$ cat src/rtl/lrr_pkg.sv
`timescale 1ns / 1ps
// Shared constants, action codes and types of the line and rectangle rasterizer.
package lrr_pkg;

    // Default coordinate width and fixed field widths.
    localparam int COORD_BITS_DEF = 8;
    localparam int ACT_BITS       = 2;
    localparam int RECT_BITS      = 8;

    // Action codes carried on the item channel.
    localparam logic [ACT_BITS-1:0] ACT_LINE    = 2'd0;
    localparam logic [ACT_BITS-1:0] ACT_OUTLINE = 2'd1;
    localparam logic [ACT_BITS-1:0] ACT_FILLED  = 2'd2;
    localparam logic [ACT_BITS-1:0] ACT_NEXT    = 2'd3;

    // Outline segments, drawn in this order.
    localparam logic [RECT_BITS-1:0] SEG_TOP    = 8'd0;
    localparam logic [RECT_BITS-1:0] SEG_LEFT   = 8'd1;
    localparam logic [RECT_BITS-1:0] SEG_BOTTOM = 8'd2;
    localparam logic [RECT_BITS-1:0] SEG_RIGHT  = 8'd3;

    // Orientation of a prepared line.
    typedef struct packed {
        logic steep;
        logic minor_down;
    } line_dir_t;

    // Per-item status from the stepper to the output register.
    typedef struct packed {
        logic emit;
        logic ink;
        logic done;
    } pix_flags_t;

endpackage

$ cat src/rtl/lrr_if.sv
`timescale 1ns / 1ps
// Valid/ready channel interfaces for shape items and emitted pixels.
interface lrr_item_if
    import lrr_pkg::*;
#(
    parameter int COORD_BITS = COORD_BITS_DEF
);
    logic                  valid;
    logic                  ready;
    logic [ACT_BITS-1:0]   action;
    logic [COORD_BITS-1:0] start_x;
    logic [COORD_BITS-1:0] start_y;
    logic [COORD_BITS-1:0] end_x;
    logic [COORD_BITS-1:0] end_y;
    logic [RECT_BITS-1:0]  rect_width;
    logic [RECT_BITS-1:0]  rect_height;
    logic                  ink;

    modport source (
        output valid, action, start_x, start_y, end_x, end_y,
               rect_width, rect_height, ink,
        input  ready
    );

    modport sink (
        input  valid, action, start_x, start_y, end_x, end_y,
               rect_width, rect_height, ink,
        output ready
    );
endinterface

interface lrr_pixel_if
    import lrr_pkg::*;
#(
    parameter int COORD_BITS = COORD_BITS_DEF
);
    logic                  valid;
    logic                  ready;
    logic [COORD_BITS-1:0] pixel_x;
    logic [COORD_BITS-1:0] pixel_y;
    logic                  pixel_ink;
    logic                  shape_done;

    modport source (
        output valid, pixel_x, pixel_y, pixel_ink, shape_done,
        input  ready
    );

    modport sink (
        input  valid, pixel_x, pixel_y, pixel_ink, shape_done,
        output ready
    );
endinterface

$ cat src/rtl/line_and_rectangle_rasterizer.sv
`timescale 1ns / 1ps
// A pixel beat passes through the input register and then the result register.
// Throughput: one item per cycle without output stalls; each next-pixel item advances one pixel.
// Start items load a shape and emit no beat; a new start abandons any shape in progress.
// Output stalls hold the result register and back-pressure the input register.
// Reset (rst_n low, asynchronous) empties both registers and leaves the block idle.
module line_and_rectangle_rasterizer
    import lrr_pkg::*;
#(
    parameter int COORD_BITS = COORD_BITS_DEF
)
(
    input  logic        clk,
    input  logic        rst_n,
    lrr_item_if.sink    item,
    lrr_pixel_if.source pixel
);

    // Input register.
    logic                  item_vld_reg;
    logic                  item_vld_next;
    logic [ACT_BITS-1:0]   item_act_reg;
    logic [COORD_BITS-1:0] item_sx_reg;
    logic [COORD_BITS-1:0] item_sy_reg;
    logic [COORD_BITS-1:0] item_ex_reg;
    logic [COORD_BITS-1:0] item_ey_reg;
    logic [RECT_BITS-1:0]  item_rw_reg;
    logic [RECT_BITS-1:0]  item_rh_reg;
    logic                  item_ink_reg;

    // Result register.
    logic                  pix_vld_reg;
    logic                  pix_vld_next;
    logic [COORD_BITS-1:0] pix_x_reg;
    logic [COORD_BITS-1:0] pix_y_reg;
    logic                  pix_ink_reg;
    logic                  pix_done_reg;

    logic                  out_free;
    logic                  fire;
    logic                  item_take;
    logic [COORD_BITS-1:0] eng_x;
    logic [COORD_BITS-1:0] eng_y;
    pix_flags_t            eng_flags;

    // Handshake: the held item is processed when the result register can take a beat.
    assign out_free   = !pix_vld_reg || pixel.ready;
    assign fire       = item_vld_reg && out_free;
    assign item.ready = !item_vld_reg || fire;
    assign item_take  = item.valid && item.ready;

    always_comb
    begin
        item_vld_next = item_vld_reg;
        if (item_take)
        begin
            item_vld_next = 1'b1;
        end
        else if (fire)
        begin
            item_vld_next = 1'b0;
        end
    end

    always_comb
    begin
        pix_vld_next = pix_vld_reg;
        if (out_free)
        begin
            pix_vld_next = eng_flags.emit;
        end
    end

    always_ff @(posedge clk or negedge rst_n)
    begin
        if (!rst_n)
        begin
            item_vld_reg <= 1'b0;
            pix_vld_reg  <= 1'b0;
        end
        else
        begin
            item_vld_reg <= item_vld_next;
            pix_vld_reg  <= pix_vld_next;
        end
    end

    // Input register payload.
    always_ff @(posedge clk)
    begin
        if (item_take)
        begin
            item_act_reg <= item.action;
            item_sx_reg  <= item.start_x;
            item_sy_reg  <= item.start_y;
            item_ex_reg  <= item.end_x;
            item_ey_reg  <= item.end_y;
            item_rw_reg  <= item.rect_width;
            item_rh_reg  <= item.rect_height;
            item_ink_reg <= item.ink;
        end
    end

    lrr_engine #(
        .COORD_BITS (COORD_BITS)
    ) u_engine (
        .clk         (clk),
        .rst_n       (rst_n),
        .fire        (fire),
        .action      (item_act_reg),
        .start_x     (item_sx_reg),
        .start_y     (item_sy_reg),
        .end_x       (item_ex_reg),
        .end_y       (item_ey_reg),
        .rect_width  (item_rw_reg),
        .rect_height (item_rh_reg),
        .ink         (item_ink_reg),
        .pixel_x     (eng_x),
        .pixel_y     (eng_y),
        .flags       (eng_flags)
    );

    // Result register payload.
    always_ff @(posedge clk)
    begin
        if (out_free && eng_flags.emit)
        begin
            pix_x_reg    <= eng_x;
            pix_y_reg    <= eng_y;
            pix_ink_reg  <= eng_flags.ink;
            pix_done_reg <= eng_flags.done;
        end
    end

    assign pixel.valid      = pix_vld_reg;
    assign pixel.pixel_x    = pix_x_reg;
    assign pixel.pixel_y    = pix_y_reg;
    assign pixel.pixel_ink  = pix_ink_reg;
    assign pixel.shape_done = pix_done_reg;

endmodule

$ cat src/rtl/lrr_line_setup.sv
`timescale 1ns / 1ps
// Bresenham line preparation: steep swap, endpoint ordering, deltas and initial error.
module lrr_line_setup
    import lrr_pkg::*;
#(
    parameter int COORD_BITS = COORD_BITS_DEF
)
(
    input  logic [COORD_BITS-1:0] x0,
    input  logic [COORD_BITS-1:0] y0,
    input  logic [COORD_BITS-1:0] x1,
    input  logic [COORD_BITS-1:0] y1,
    output line_dir_t             dir,
    output logic [COORD_BITS-1:0] maj_start,
    output logic [COORD_BITS-1:0] min_start,
    output logic [COORD_BITS-1:0] maj_end,
    output logic [COORD_BITS-1:0] d_major,
    output logic [COORD_BITS-1:0] d_minor,
    output logic [COORD_BITS+1:0] err_init
);

    logic [COORD_BITS-1:0] adx;
    logic [COORD_BITS-1:0] ady;
    logic [COORD_BITS-1:0] a0;
    logic [COORD_BITS-1:0] b0;
    logic [COORD_BITS-1:0] a1;
    logic [COORD_BITS-1:0] b1;
    logic [COORD_BITS-1:0] min_end;
    logic                  steep;
    logic                  swap;

    // Absolute spans along both axes.
    assign adx = (x1 > x0) ? (x1 - x0) : (x0 - x1);
    assign ady = (y1 > y0) ? (y1 - y0) : (y0 - y1);

    // A steep line steps along y, so the axes trade places.
    assign steep = ady > adx;
    assign a0    = steep ? y0 : x0;
    assign b0    = steep ? x0 : y0;
    assign a1    = steep ? y1 : x1;
    assign b1    = steep ? x1 : y1;

    // Order the endpoints so that the major coordinate increases.
    assign swap      = a0 > a1;
    assign maj_start = swap ? a1 : a0;
    assign min_start = swap ? b1 : b0;
    assign maj_end   = swap ? a0 : a1;
    assign min_end   = swap ? b0 : b1;

    // After ordering, the deltas are the axis spans.
    assign d_major = steep ? ady : adx;
    assign d_minor = steep ? adx : ady;

    assign dir.steep      = steep;
    assign dir.minor_down = !(min_start < min_end);

    // Error starts at half the major delta.
    assign err_init = {3'b000, d_major[COORD_BITS-1:1]};

endmodule

$ cat src/rtl/lrr_engine.sv
`timescale 1ns / 1ps
// Shape state and Bresenham stepper: loads shapes and segments, advances one pixel per beat.
module lrr_engine
    import lrr_pkg::*;
#(
    parameter int COORD_BITS = COORD_BITS_DEF
)
(
    input  logic                  clk,
    input  logic                  rst_n,
    input  logic                  fire,
    input  logic [ACT_BITS-1:0]   action,
    input  logic [COORD_BITS-1:0] start_x,
    input  logic [COORD_BITS-1:0] start_y,
    input  logic [COORD_BITS-1:0] end_x,
    input  logic [COORD_BITS-1:0] end_y,
    input  logic [RECT_BITS-1:0]  rect_width,
    input  logic [RECT_BITS-1:0]  rect_height,
    input  logic                  ink,
    output logic [COORD_BITS-1:0] pixel_x,
    output logic [COORD_BITS-1:0] pixel_y,
    output pix_flags_t            flags
);

    localparam int ERR_W = COORD_BITS + 2;
    localparam logic [COORD_BITS-1:0] C_ONE = {{(COORD_BITS-1){1'b0}}, 1'b1};

    // Control state.
    logic                  busy_reg;
    logic [ACT_BITS-1:0]   kind_reg;
    logic [RECT_BITS-1:0]  seg_idx_reg;

    // Shape geometry.
    logic                  ink_reg;
    logic [COORD_BITS-1:0] org_x_reg;
    logic [COORD_BITS-1:0] org_y_reg;
    logic [COORD_BITS-1:0] far_x_reg;
    logic [COORD_BITS-1:0] far_y_reg;
    logic [RECT_BITS-1:0]  col_cnt_reg;

    // Current line.
    logic [COORD_BITS-1:0] cur_major_reg;
    logic [COORD_BITS-1:0] cur_minor_reg;
    logic [COORD_BITS-1:0] end_major_reg;
    logic [ERR_W-1:0]      err_reg;
    logic [COORD_BITS-1:0] d_major_reg;
    logic [COORD_BITS-1:0] d_minor_reg;
    line_dir_t             dir_reg;

    logic [COORD_BITS+RECT_BITS-1:0] rw_ext;
    logic [COORD_BITS+RECT_BITS-1:0] rh_ext;
    logic [COORD_BITS+RECT_BITS-1:0] idx_ext;
    logic [COORD_BITS-1:0] rw_c;
    logic [COORD_BITS-1:0] rh_c;
    logic [COORD_BITS-1:0] idx_c;
    logic [COORD_BITS-1:0] far_x_new;
    logic [COORD_BITS-1:0] far_y_new;
    logic [COORD_BITS-1:0] col_x;
    logic [RECT_BITS-1:0]  next_idx;
    logic                  is_start;
    logic                  step;
    logic                  last;
    logic                  outline_more;
    logic                  filled_more;
    logic                  reload;
    logic                  done;
    logic                  load;

    logic [COORD_BITS-1:0] lx0;
    logic [COORD_BITS-1:0] ly0;
    logic [COORD_BITS-1:0] lx1;
    logic [COORD_BITS-1:0] ly1;
    line_dir_t             set_dir;
    logic [COORD_BITS-1:0] set_maj_start;
    logic [COORD_BITS-1:0] set_min_start;
    logic [COORD_BITS-1:0] set_maj_end;
    logic [COORD_BITS-1:0] set_d_major;
    logic [COORD_BITS-1:0] set_d_minor;
    logic [ERR_W-1:0]      set_err;

    logic [ERR_W-1:0]      err_sub;
    logic [ERR_W-1:0]      err_next;
    logic [COORD_BITS-1:0] cur_minor_next;

    // Rectangle sizes and column index brought to coordinate width.
    assign rw_ext  = {{COORD_BITS{1'b0}}, rect_width};
    assign rh_ext  = {{COORD_BITS{1'b0}}, rect_height};
    assign idx_ext = {{COORD_BITS{1'b0}}, next_idx};
    assign rw_c    = rw_ext[COORD_BITS-1:0];
    assign rh_c    = rh_ext[COORD_BITS-1:0];
    assign idx_c   = idx_ext[COORD_BITS-1:0];

    // Far corner of a rectangle, wrapping at the coordinate width.
    assign far_x_new = start_x + rw_c - C_ONE;
    assign far_y_new = start_y + rh_c - C_ONE;

    // Beat classification.
    assign is_start     = (action != ACT_NEXT);
    assign step         = fire && (action == ACT_NEXT) && busy_reg;
    assign last         = (cur_major_reg == end_major_reg);
    assign next_idx     = seg_idx_reg + 8'd1;
    assign col_x        = org_x_reg + idx_c;
    assign outline_more = (kind_reg == ACT_OUTLINE) && (seg_idx_reg < SEG_RIGHT);
    assign filled_more  = (kind_reg == ACT_FILLED) && (next_idx < col_cnt_reg);
    assign reload       = step && last && (outline_more || filled_more);
    assign done         = step && last && !(outline_more || filled_more);
    assign load         = (fire && is_start) || reload;

    // Endpoints of the line to prepare: a new shape, or the next segment or column.
    always_comb
    begin
        lx0 = org_x_reg;
        ly0 = org_y_reg;
        lx1 = org_x_reg;
        ly1 = org_y_reg;
        if (is_start)
        begin
            case (action)
                ACT_LINE:
                begin
                    lx0 = start_x;
                    ly0 = start_y;
                    lx1 = end_x;
                    ly1 = end_y;
                end
                ACT_OUTLINE:
                begin
                    lx0 = start_x;
                    ly0 = start_y;
                    lx1 = far_x_new;
                    ly1 = start_y;
                end
                default:
                begin
                    lx0 = start_x;
                    ly0 = start_y;
                    lx1 = start_x;
                    ly1 = far_y_new;
                end
            endcase
        end
        else if (kind_reg == ACT_OUTLINE)
        begin
            case (next_idx)
                SEG_LEFT:
                begin
                    lx0 = org_x_reg;
                    ly0 = org_y_reg;
                    lx1 = org_x_reg;
                    ly1 = far_y_reg;
                end
                SEG_BOTTOM:
                begin
                    lx0 = far_x_reg;
                    ly0 = far_y_reg;
                    lx1 = org_x_reg;
                    ly1 = far_y_reg;
                end
                default:
                begin
                    lx0 = far_x_reg;
                    ly0 = far_y_reg;
                    lx1 = far_x_reg;
                    ly1 = org_y_reg;
                end
            endcase
        end
        else
        begin
            lx0 = col_x;
            ly0 = org_y_reg;
            lx1 = col_x;
            ly1 = far_y_reg;
        end
    end

    lrr_line_setup #(
        .COORD_BITS (COORD_BITS)
    ) u_setup (
        .x0        (lx0),
        .y0        (ly0),
        .x1        (lx1),
        .y1        (ly1),
        .dir       (set_dir),
        .maj_start (set_maj_start),
        .min_start (set_min_start),
        .maj_end   (set_maj_end),
        .d_major   (set_d_major),
        .d_minor   (set_d_minor),
        .err_init  (set_err)
    );

    // Bresenham step: subtract minor delta; on underflow add major delta and move the minor axis.
    always_comb
    begin
        err_sub        = err_reg - {2'b00, d_minor_reg};
        err_next       = err_sub;
        cur_minor_next = cur_minor_reg;
        if (err_sub[ERR_W-1])
        begin
            err_next       = err_sub + {2'b00, d_major_reg};
            cur_minor_next = dir_reg.minor_down ? (cur_minor_reg - C_ONE)
                                                : (cur_minor_reg + C_ONE);
        end
    end

    // Shape control: busy flag, kind and segment or column index.
    always_ff @(posedge clk or negedge rst_n)
    begin
        if (!rst_n)
        begin
            busy_reg    <= 1'b0;
            kind_reg    <= ACT_LINE;
            seg_idx_reg <= '0;
        end
        else if (fire && is_start)
        begin
            kind_reg    <= action;
            seg_idx_reg <= '0;
            busy_reg    <= !((action == ACT_FILLED) && (rect_width == '0));
        end
        else if (reload)
        begin
            seg_idx_reg <= next_idx;
        end
        else if (done)
        begin
            busy_reg <= 1'b0;
        end
    end

    // Shape geometry, latched at start.
    always_ff @(posedge clk)
    begin
        if (fire && is_start)
        begin
            ink_reg     <= ink;
            org_x_reg   <= start_x;
            org_y_reg   <= start_y;
            far_x_reg   <= far_x_new;
            far_y_reg   <= far_y_new;
            col_cnt_reg <= rect_width;
        end
    end

    // Line stepper registers: load a prepared line or advance one pixel.
    always_ff @(posedge clk)
    begin
        if (load)
        begin
            dir_reg       <= set_dir;
            cur_major_reg <= set_maj_start;
            cur_minor_reg <= set_min_start;
            end_major_reg <= set_maj_end;
            d_major_reg   <= set_d_major;
            d_minor_reg   <= set_d_minor;
            err_reg       <= set_err;
        end
        else if (step && !last)
        begin
            err_reg       <= err_next;
            cur_minor_reg <= cur_minor_next;
            cur_major_reg <= cur_major_reg + C_ONE;
        end
    end

    // Current pixel, with the axes swapped back for steep lines.
    assign pixel_x    = dir_reg.steep ? cur_minor_reg : cur_major_reg;
    assign pixel_y    = dir_reg.steep ? cur_major_reg : cur_minor_reg;
    assign flags.emit = step;
    assign flags.ink  = ink_reg;
    assign flags.done = done;

    // The error term stays within zero and the major delta.
    a_err_nonneg: assert property (@(posedge clk) disable iff (!rst_n)
        busy_reg |-> !err_reg[ERR_W-1])
        else $error("error term went negative");

    a_err_bound: assert property (@(posedge clk) disable iff (!rst_n)
        busy_reg |-> (err_reg <= {2'b00, d_major_reg}))
        else $error("error term above major delta");

    a_outline_seg: assert property (@(posedge clk) disable iff (!rst_n)
        (busy_reg && (kind_reg == ACT_OUTLINE)) |-> (seg_idx_reg <= SEG_RIGHT))
        else $error("outline segment index out of range");

    a_filled_col: assert property (@(posedge clk) disable iff (!rst_n)
        (busy_reg && (kind_reg == ACT_FILLED)) |-> (seg_idx_reg < col_cnt_reg))
        else $error("filled column index beyond width");

    a_done_idle: assert property (@(posedge clk) disable iff (!rst_n)
        flags.done |=> !busy_reg)
        else $error("still busy after the last pixel");

endmodule
$ cat src/flat_wrapper.sv
// flat-port wrapper written by rule: the top's interface ports become plain ports
module line_and_rectangle_rasterizer_flat import lrr_pkg::*;
#(
    parameter int COORD_BITS = COORD_BITS_DEF
)
  (clk, rst_n, item_valid, item_action, item_start_x, item_start_y, item_end_x, item_end_y, item_rect_width, item_rect_height, item_ink, item_ready, pixel_valid, pixel_pixel_x, pixel_pixel_y, pixel_pixel_ink, pixel_shape_done, pixel_ready);
  lrr_item_if #(.COORD_BITS(COORD_BITS)) item_i ();
  lrr_pixel_if #(.COORD_BITS(COORD_BITS)) pixel_i ();
  input  logic clk;
  input  logic rst_n;
  input wire logic [$bits(item_i.valid)-1:0] item_valid;
  input wire logic [$bits(item_i.action)-1:0] item_action;
  input wire logic [$bits(item_i.start_x)-1:0] item_start_x;
  input wire logic [$bits(item_i.start_y)-1:0] item_start_y;
  input wire logic [$bits(item_i.end_x)-1:0] item_end_x;
  input wire logic [$bits(item_i.end_y)-1:0] item_end_y;
  input wire logic [$bits(item_i.rect_width)-1:0] item_rect_width;
  input wire logic [$bits(item_i.rect_height)-1:0] item_rect_height;
  input wire logic [$bits(item_i.ink)-1:0] item_ink;
  output wire logic [$bits(item_i.ready)-1:0] item_ready;
  output wire logic [$bits(pixel_i.valid)-1:0] pixel_valid;
  output wire logic [$bits(pixel_i.pixel_x)-1:0] pixel_pixel_x;
  output wire logic [$bits(pixel_i.pixel_y)-1:0] pixel_pixel_y;
  output wire logic [$bits(pixel_i.pixel_ink)-1:0] pixel_pixel_ink;
  output wire logic [$bits(pixel_i.shape_done)-1:0] pixel_shape_done;
  input wire logic [$bits(pixel_i.ready)-1:0] pixel_ready;
  assign item_i.valid = item_valid;
  assign item_i.action = item_action;
  assign item_i.start_x = item_start_x;
  assign item_i.start_y = item_start_y;
  assign item_i.end_x = item_end_x;
  assign item_i.end_y = item_end_y;
  assign item_i.rect_width = item_rect_width;
  assign item_i.rect_height = item_rect_height;
  assign item_i.ink = item_ink;
  assign item_ready = item_i.ready;
  assign pixel_valid = pixel_i.valid;
  assign pixel_pixel_x = pixel_i.pixel_x;
  assign pixel_pixel_y = pixel_i.pixel_y;
  assign pixel_pixel_ink = pixel_i.pixel_ink;
  assign pixel_shape_done = pixel_i.shape_done;
  assign pixel_i.ready = pixel_ready;
  line_and_rectangle_rasterizer #(.COORD_BITS(COORD_BITS)) u_core (.clk(clk), .rst_n(rst_n), .item(item_i), .pixel(pixel_i));
endmodule
$ cat config.mk
export PLATFORM = sky130hd
export DESIGN_NAME = line_and_rectangle_rasterizer_flat
export DESIGN_NICKNAME = d
export VERILOG_FILES = /design/src/rtl/lrr_pkg.sv /design/src/rtl/lrr_if.sv /design/src/rtl/line_and_rectangle_rasterizer.sv /design/src/rtl/lrr_line_setup.sv /design/src/rtl/lrr_engine.sv /design/src/flat_wrapper.sv
export SDC_FILE = /design/constraint.sdc
export NUM_CORES = 1
export LEC_CHECK = 0
export BUFFER_PORTS_ARGS = -buffer_cell sky130_fd_sc_hd__buf_2
export CORE_MARGIN = 2
export CORE_UTILIZATION = 40
export DETAILED_ROUTE_END_ITERATION = 7
export PLACE_DENSITY = 0.56
export SYNTH_ARGS = -nofsm -noshare
export SYNTH_HDL_FRONTEND = slang
export SYNTH_SLANG_ARGS = --single-unit
$ cat constraint.sdc
create_clock -name clk -period 9.4 [get_ports clk]
set_input_delay 0.94 -clock clk [delete_from_list [all_inputs] [get_ports clk]]
set_output_delay 0.94 -clock clk [all_outputs]
set_load 0.1 [all_outputs]
Word level (Yosys, flattened, before mapping)
Index checks and enable logic that the tools add are counted.
{"block": "totals", "regBits": 175, "ramBits": 0, "latch_bits": 0, "memories": 0, "out_inout_bits": 20, "elab_cells": 141, "rom_bits": 0}
{"block": "classes", "n_addsub": 15, "mux": 44, "div_mod_pow": 0, "n_reduce_logical": 33, "n_bitwise": 0, "eq_ne": 10, "n_lt_le_gt_ge": 7, "multipliers": 0, "shifts": 0}
{"op": "$mux W8", "n": 34}
{"op": "$gt A8 B8 Y1", "n": 4}
{"op": "$pmux W8 S2", "n": 2}
{"op": "$sub A8 B8 Y8", "n": 4}
{"op": "$add A8 B1 Y8 const B", "n": 3}
{"op": "$add A8 B8 Y8", "n": 3}
{"op": "$sub A8 B1 Y8 const B", "n": 3}
{"op": "$lt A8 B8 Y1", "n": 2}
{"op": "$mux W7", "n": 2}
{"op": "$logic_and A1 B1 Y1", "n": 13}
{"op": "$add A10 B8 Y10", "n": 1}
{"op": "$mux W10", "n": 1}
{"op": "$reduce_bool A2 Y1", "n": 5}
{"op": "$sub A10 B8 Y10", "n": 1}
{"op": "$eq A8 B1 Y1 const B", "n": 1}
{"op": "$eq A8 B2 Y1 const B", "n": 1}
{"op": "$eq A8 B8 Y1", "n": 1}
{"op": "$logic_not A8 Y1", "n": 1}
{"op": "$lt A8 B2 Y1 const B", "n": 1}
{"op": "$eq A2 B2 Y1 const B", "n": 3}
{"op": "$logic_not A1 Y1", "n": 6}
{"op": "$mux W1", "n": 5}
{"op": "$eq A2 B1 Y1 const B", "n": 2}
{"op": "$logic_or A1 B1 Y1", "n": 4}
{"op": "5 further kinds", "n": 6}

Logic depth before layout (Yosys ltp)
{"block": "depth", "ltp_word": 14, "ltp_mapped": 47, "depth_no_buf": 43}

Hierarchy
Synthesis repeated with hierarchy kept, for this count alone.
{"block": "hier_totals", "hier_cells": 1258, "area_unflattened_um2": 12936.2}
{"module": "lrr_engine", "area_per_inst_um2": 7787.5, "cells_each": 772, "instances": 1}
{"module": "lrr_line_setup", "area_per_inst_um2": 2966.6, "cells_each": 408, "instances": 1}
{"module": "line_and_rectangle_rasterizer", "area_per_inst_um2": 2182.1, "cells_each": 78, "instances": 1}

Least setup slack after synthesis
Ideal clock, no wire load.
{"block": "synth_timing", "path_type": "register to register", "startpoint": "register u_core.u_engine.seg_idx_reg[0]", "endpoint": "register u_core.u_engine.dir_reg[0] (netlist bit) (data pin)", "period_less_slack_ns": 9.316, "path_stages_with_launch": 42, "setup_time_ns": 0.270, "t_arrival_ns": 9.046, "path_buffers": 6, "path_slack_ns": 0.084, "t_required_ns": 9.130, "cell_sequence": "dfrtp_1 -> ha_1 -> buf_4 -> nor3_4 -> a41oi_4 -> a211oi_4 -> a21oi_4 -> mux2_4 -> mux4_2 -> ha_1 -> a211o_1 -> o2bb2ai_1 -> a21o_1 -> buf_1 -> a21oi_1 -> a31oi_1 -> o21ai_0 -> xor2_1 -> [6 not listed] -> clkbuf_1 -> mux2i_1 -> inv_1 -> ha_1 -> a21o_1 -> a21o_1 -> a211oi_1 -> o21a_1 -> clkbuf_1 -> clkbuf_1 -> mux2i_1 -> ha_1 -> a21oi_1 -> nor2b_1 -> o21ai_0 -> o21ai_0 -> nor2_1 -> o211ai_1"}
{"element": "from (decl)", "line": "lrr_engine.sv:31", "text": "logic [RECT_BITS-1:0] seg_idx_reg;"}
{"element": "from (signal assigned)", "line": "lrr_engine.sv:224", "text": "seg_idx_reg <= next_idx;"}
{"element": "to (signal assigned)", "line": "lrr_engine.sv:251", "text": "dir_reg <= set_dir;"}
{"element": "to (decl)", "line": "lrr_engine.sv:48", "text": "line_dir_t dir_reg;"}

==> results.cfg <==
[placement]
place_hpwl_um = 27440
dp.cells = 1835
placed_cell_area_mm2 = 0.01430
io_buffers = 74
place_congestion = 0.9320

[grt]
grt-busiest-layer = met2
grt_use_met3_pct = 2.792
overflow = 0
met2_usage_pct = 35.12
grt_max_degree = 52
use_met1_pct = 28.83
grt_pass1_wl_um = 55950
antenna_found_initial = 0
grt_util_all_layers_pct = 21.25
grt_pass1_vias = 10010

[clock_tree]
cts.clk_slew.worst_paths_ns = 0.07
cts_hold_buf = 0
clkSinkCount = 175
clk_path_buf_depth = 2
cts_buffers = 17
cts-root-buf = clkbuf_16
clock_latency_ns = 0.45
cts_tree = done
ctsHtreeMaxLevel = 4

[critical_path]
endpoint_kind = register
critPathLaunchType = register
slowest_stage = or4b_2
critPathMaxFanout = 26
path_class = register to register
cp.arrival_ns = 9.18
slowest_delay_ns = 0.62
cp_data_required_time_ns = 9.57

[layout]
fin_cells = 1884
antennaDiodeCount = 0
final_area_mm2 = 0.01524
largest_register_ffs = 10
nNetsFinal = 1613
areaGrowthSynthToFinish_pct = 16.26
fill_cells = 3090
drive_above_1_share_pct = 20.53

[synth]
synthDistinctLibCells = 96
syn_nets = 1492
yosys.area.top_type = edfxtp_1
ys_top_cells_by_area = edfxtp_1 36%, ha_1 11%, inv_1 4.0%
synth-async-reset-ratio_pct = 7.429
synth_seq_area_share_pct = 39.35
yosysMostFrequentCell = edfxtp_1
synth_area_mm2 = 0.01311
yosys.area.top_type_share_pct = 36.41
synth_seq_cells = 175
syn_avg_cell_area_um2 = 10.02
synth_common_cells = 159 x edfxtp_1, 138 x inv_1, 119 x ha_1
syn_inst = 1308
ys_warn_count = 0
synth_edf_count = 159
synth_flop_cell = edfxtp_1

[drt]
drtPass1Iterations = 5
ant_nets = 0
vias = 10280
wl_per_cell_um = 18.92
drt-total-wl_um = 35650
via_per_inst = 5.458
drt_iter0_drc = 702
drc = 0

[sta]
slew_viol_final = 0
worst_slew_pin_slew_ns = 1.111
slew_headroom_pct = 25.95
final.period_utilization_pct = 95.78
fmax_ghz = 0.1111
clock_skew_ns = 0.01554
period_needed_ns = 9.003
finalHoldViolations = 0
setup_viol = 0

[floorplanning]
core_area_mm2 = 0.03237
initial_core_util_pct = 40.51
fp.dieH_um = 185.1
io_pins = 75
chipWidth_um = 185.1
dieArea_mm2 = 0.03425
rows = 66

[min_path]
hold_path_class = input port to asynchronous set/reset pin

[run]
maxCapViolCount = 0

[status]
status = finished, final reports clean
==> routing by layer <==
metal | vias up | routed length (um)
li1 | 5013 | -
met1 | 4957 | 16670
met2 | 259 | 16750
met3 | 53 | 1339
met4 | 0 | 880
met5 | - | 0
==> path summary, 6_finish.rpt <==
kind	to	startpoint	slack, ns	cells past startpoint
hold reg to reg	u_core.u_engine.ink_reg	u_core.item_ink_reg	0.42	0
hold / removal	u_core.item_vld_reg	rst_n	0.39	1
setup reg to reg	u_core.u_engine.dir_reg[0]	u_core.item_sy_reg[2]	0.40	39
min in group clk	u_core.u_engine.ink_reg	u_core.item_ink_reg	0.42	0
setup / recovery	u_core.u_engine.dir_reg[0]	u_core.item_sy_reg[2]	0.40	39
max in group asynchronous	u_core.u_engine.seg_idx_reg[2]	rst_n	8.75	1
==> timing repair <==
item                                    4_1_cts  5_1_grt
cloned                                        0        3
setup buffers                                 1       13
endpoints found under the setup margin        1        1
gates resized for setup                       6       45
pin swaps                                     1        8
==> logic make-up (layout without fill, tap and decap cells) <==
group	Yosys count	count (layout)	share of synthesized area [%]
simple gates	329	329	12.05
compound gates	326	327	17.67
buf+inv	192	325	5.754
flops	175	175	39.35
fa+ha+maj	129	129	12.88
mux	92	92	7.700
xor+xnor	65	65	4.590
==> layout by cell type (no fill, tap or decap), types with 18 or more instances in the layout <==
| cell type | n |
|---|---|
| edfxtp_1 | 159 |
| inv_1 | 138 |
| nand2_1 | 115 |
| ha_1 | 114 |
| nor2_1 | 77 |
| buf_2 | 75 |
| buf_4 | 67 |
| a21oi_1 | 66 |
| o21ai_0 | 59 |
| mux2i_1 | 48 |
| xnor2_1 | 42 |
| mux2_2 | 37 |
| a21o_1 | 26 |
| nand3_1 | 22 |
| xor2_1 | 21 |
| clkbuf_16 | 18 |
==> stage by stage <==
stage          setup slack, ns  utilization [%]  setup TNS (ns)  hold slack, ns
2_1_floorplan          0.08445                -               0          0.4003
3_3_place_gp           -0.4158            44.17         -0.4158          0.4029
3_5_place_dp           -0.5126            44.17         -0.5126          0.4045
4_1_cts               0.007428            46.08               0          0.3831
5_1_grt               -0.08207            47.09        -0.08207          0.3996
6_report                0.3965            47.09               0          0.3858
==> final cells by class <==
cell class / count / area (um^2) / share of cell area (%)
clock inverters: 15 / 147.6 / 0.9685
flip-flops and latches: 175 / 5162 / 33.86
multi-input cells: 942 / 7431 / 48.74
inverters: 145 / 544.3 / 3.570
clock buffers: 17 / 425.4 / 2.791
well taps: 442 / 553.0 / 3.628
repair buffers: 148 / 980.9 / 6.435
==> worst max-delay path, delay by kind of cell (launching register included) <==
kind / cells / cell delay, ns
AO/OA/AOI/OAI: 18 / 3.44
AND/OR/NAND/NOR: 7 / 1.61
adder cells (fa/ha/maj): 6 / 1.71
XOR/XNOR: 1 / 0.33
multiplexers: 2 / 0.72
flip-flops: 1 / 0.41
buffers and inverters: 5 / 0.50
Power is left out: the tool's default activity adds up to more than one toggle a clock period on the data nets, which glitch-free logic cannot reach.
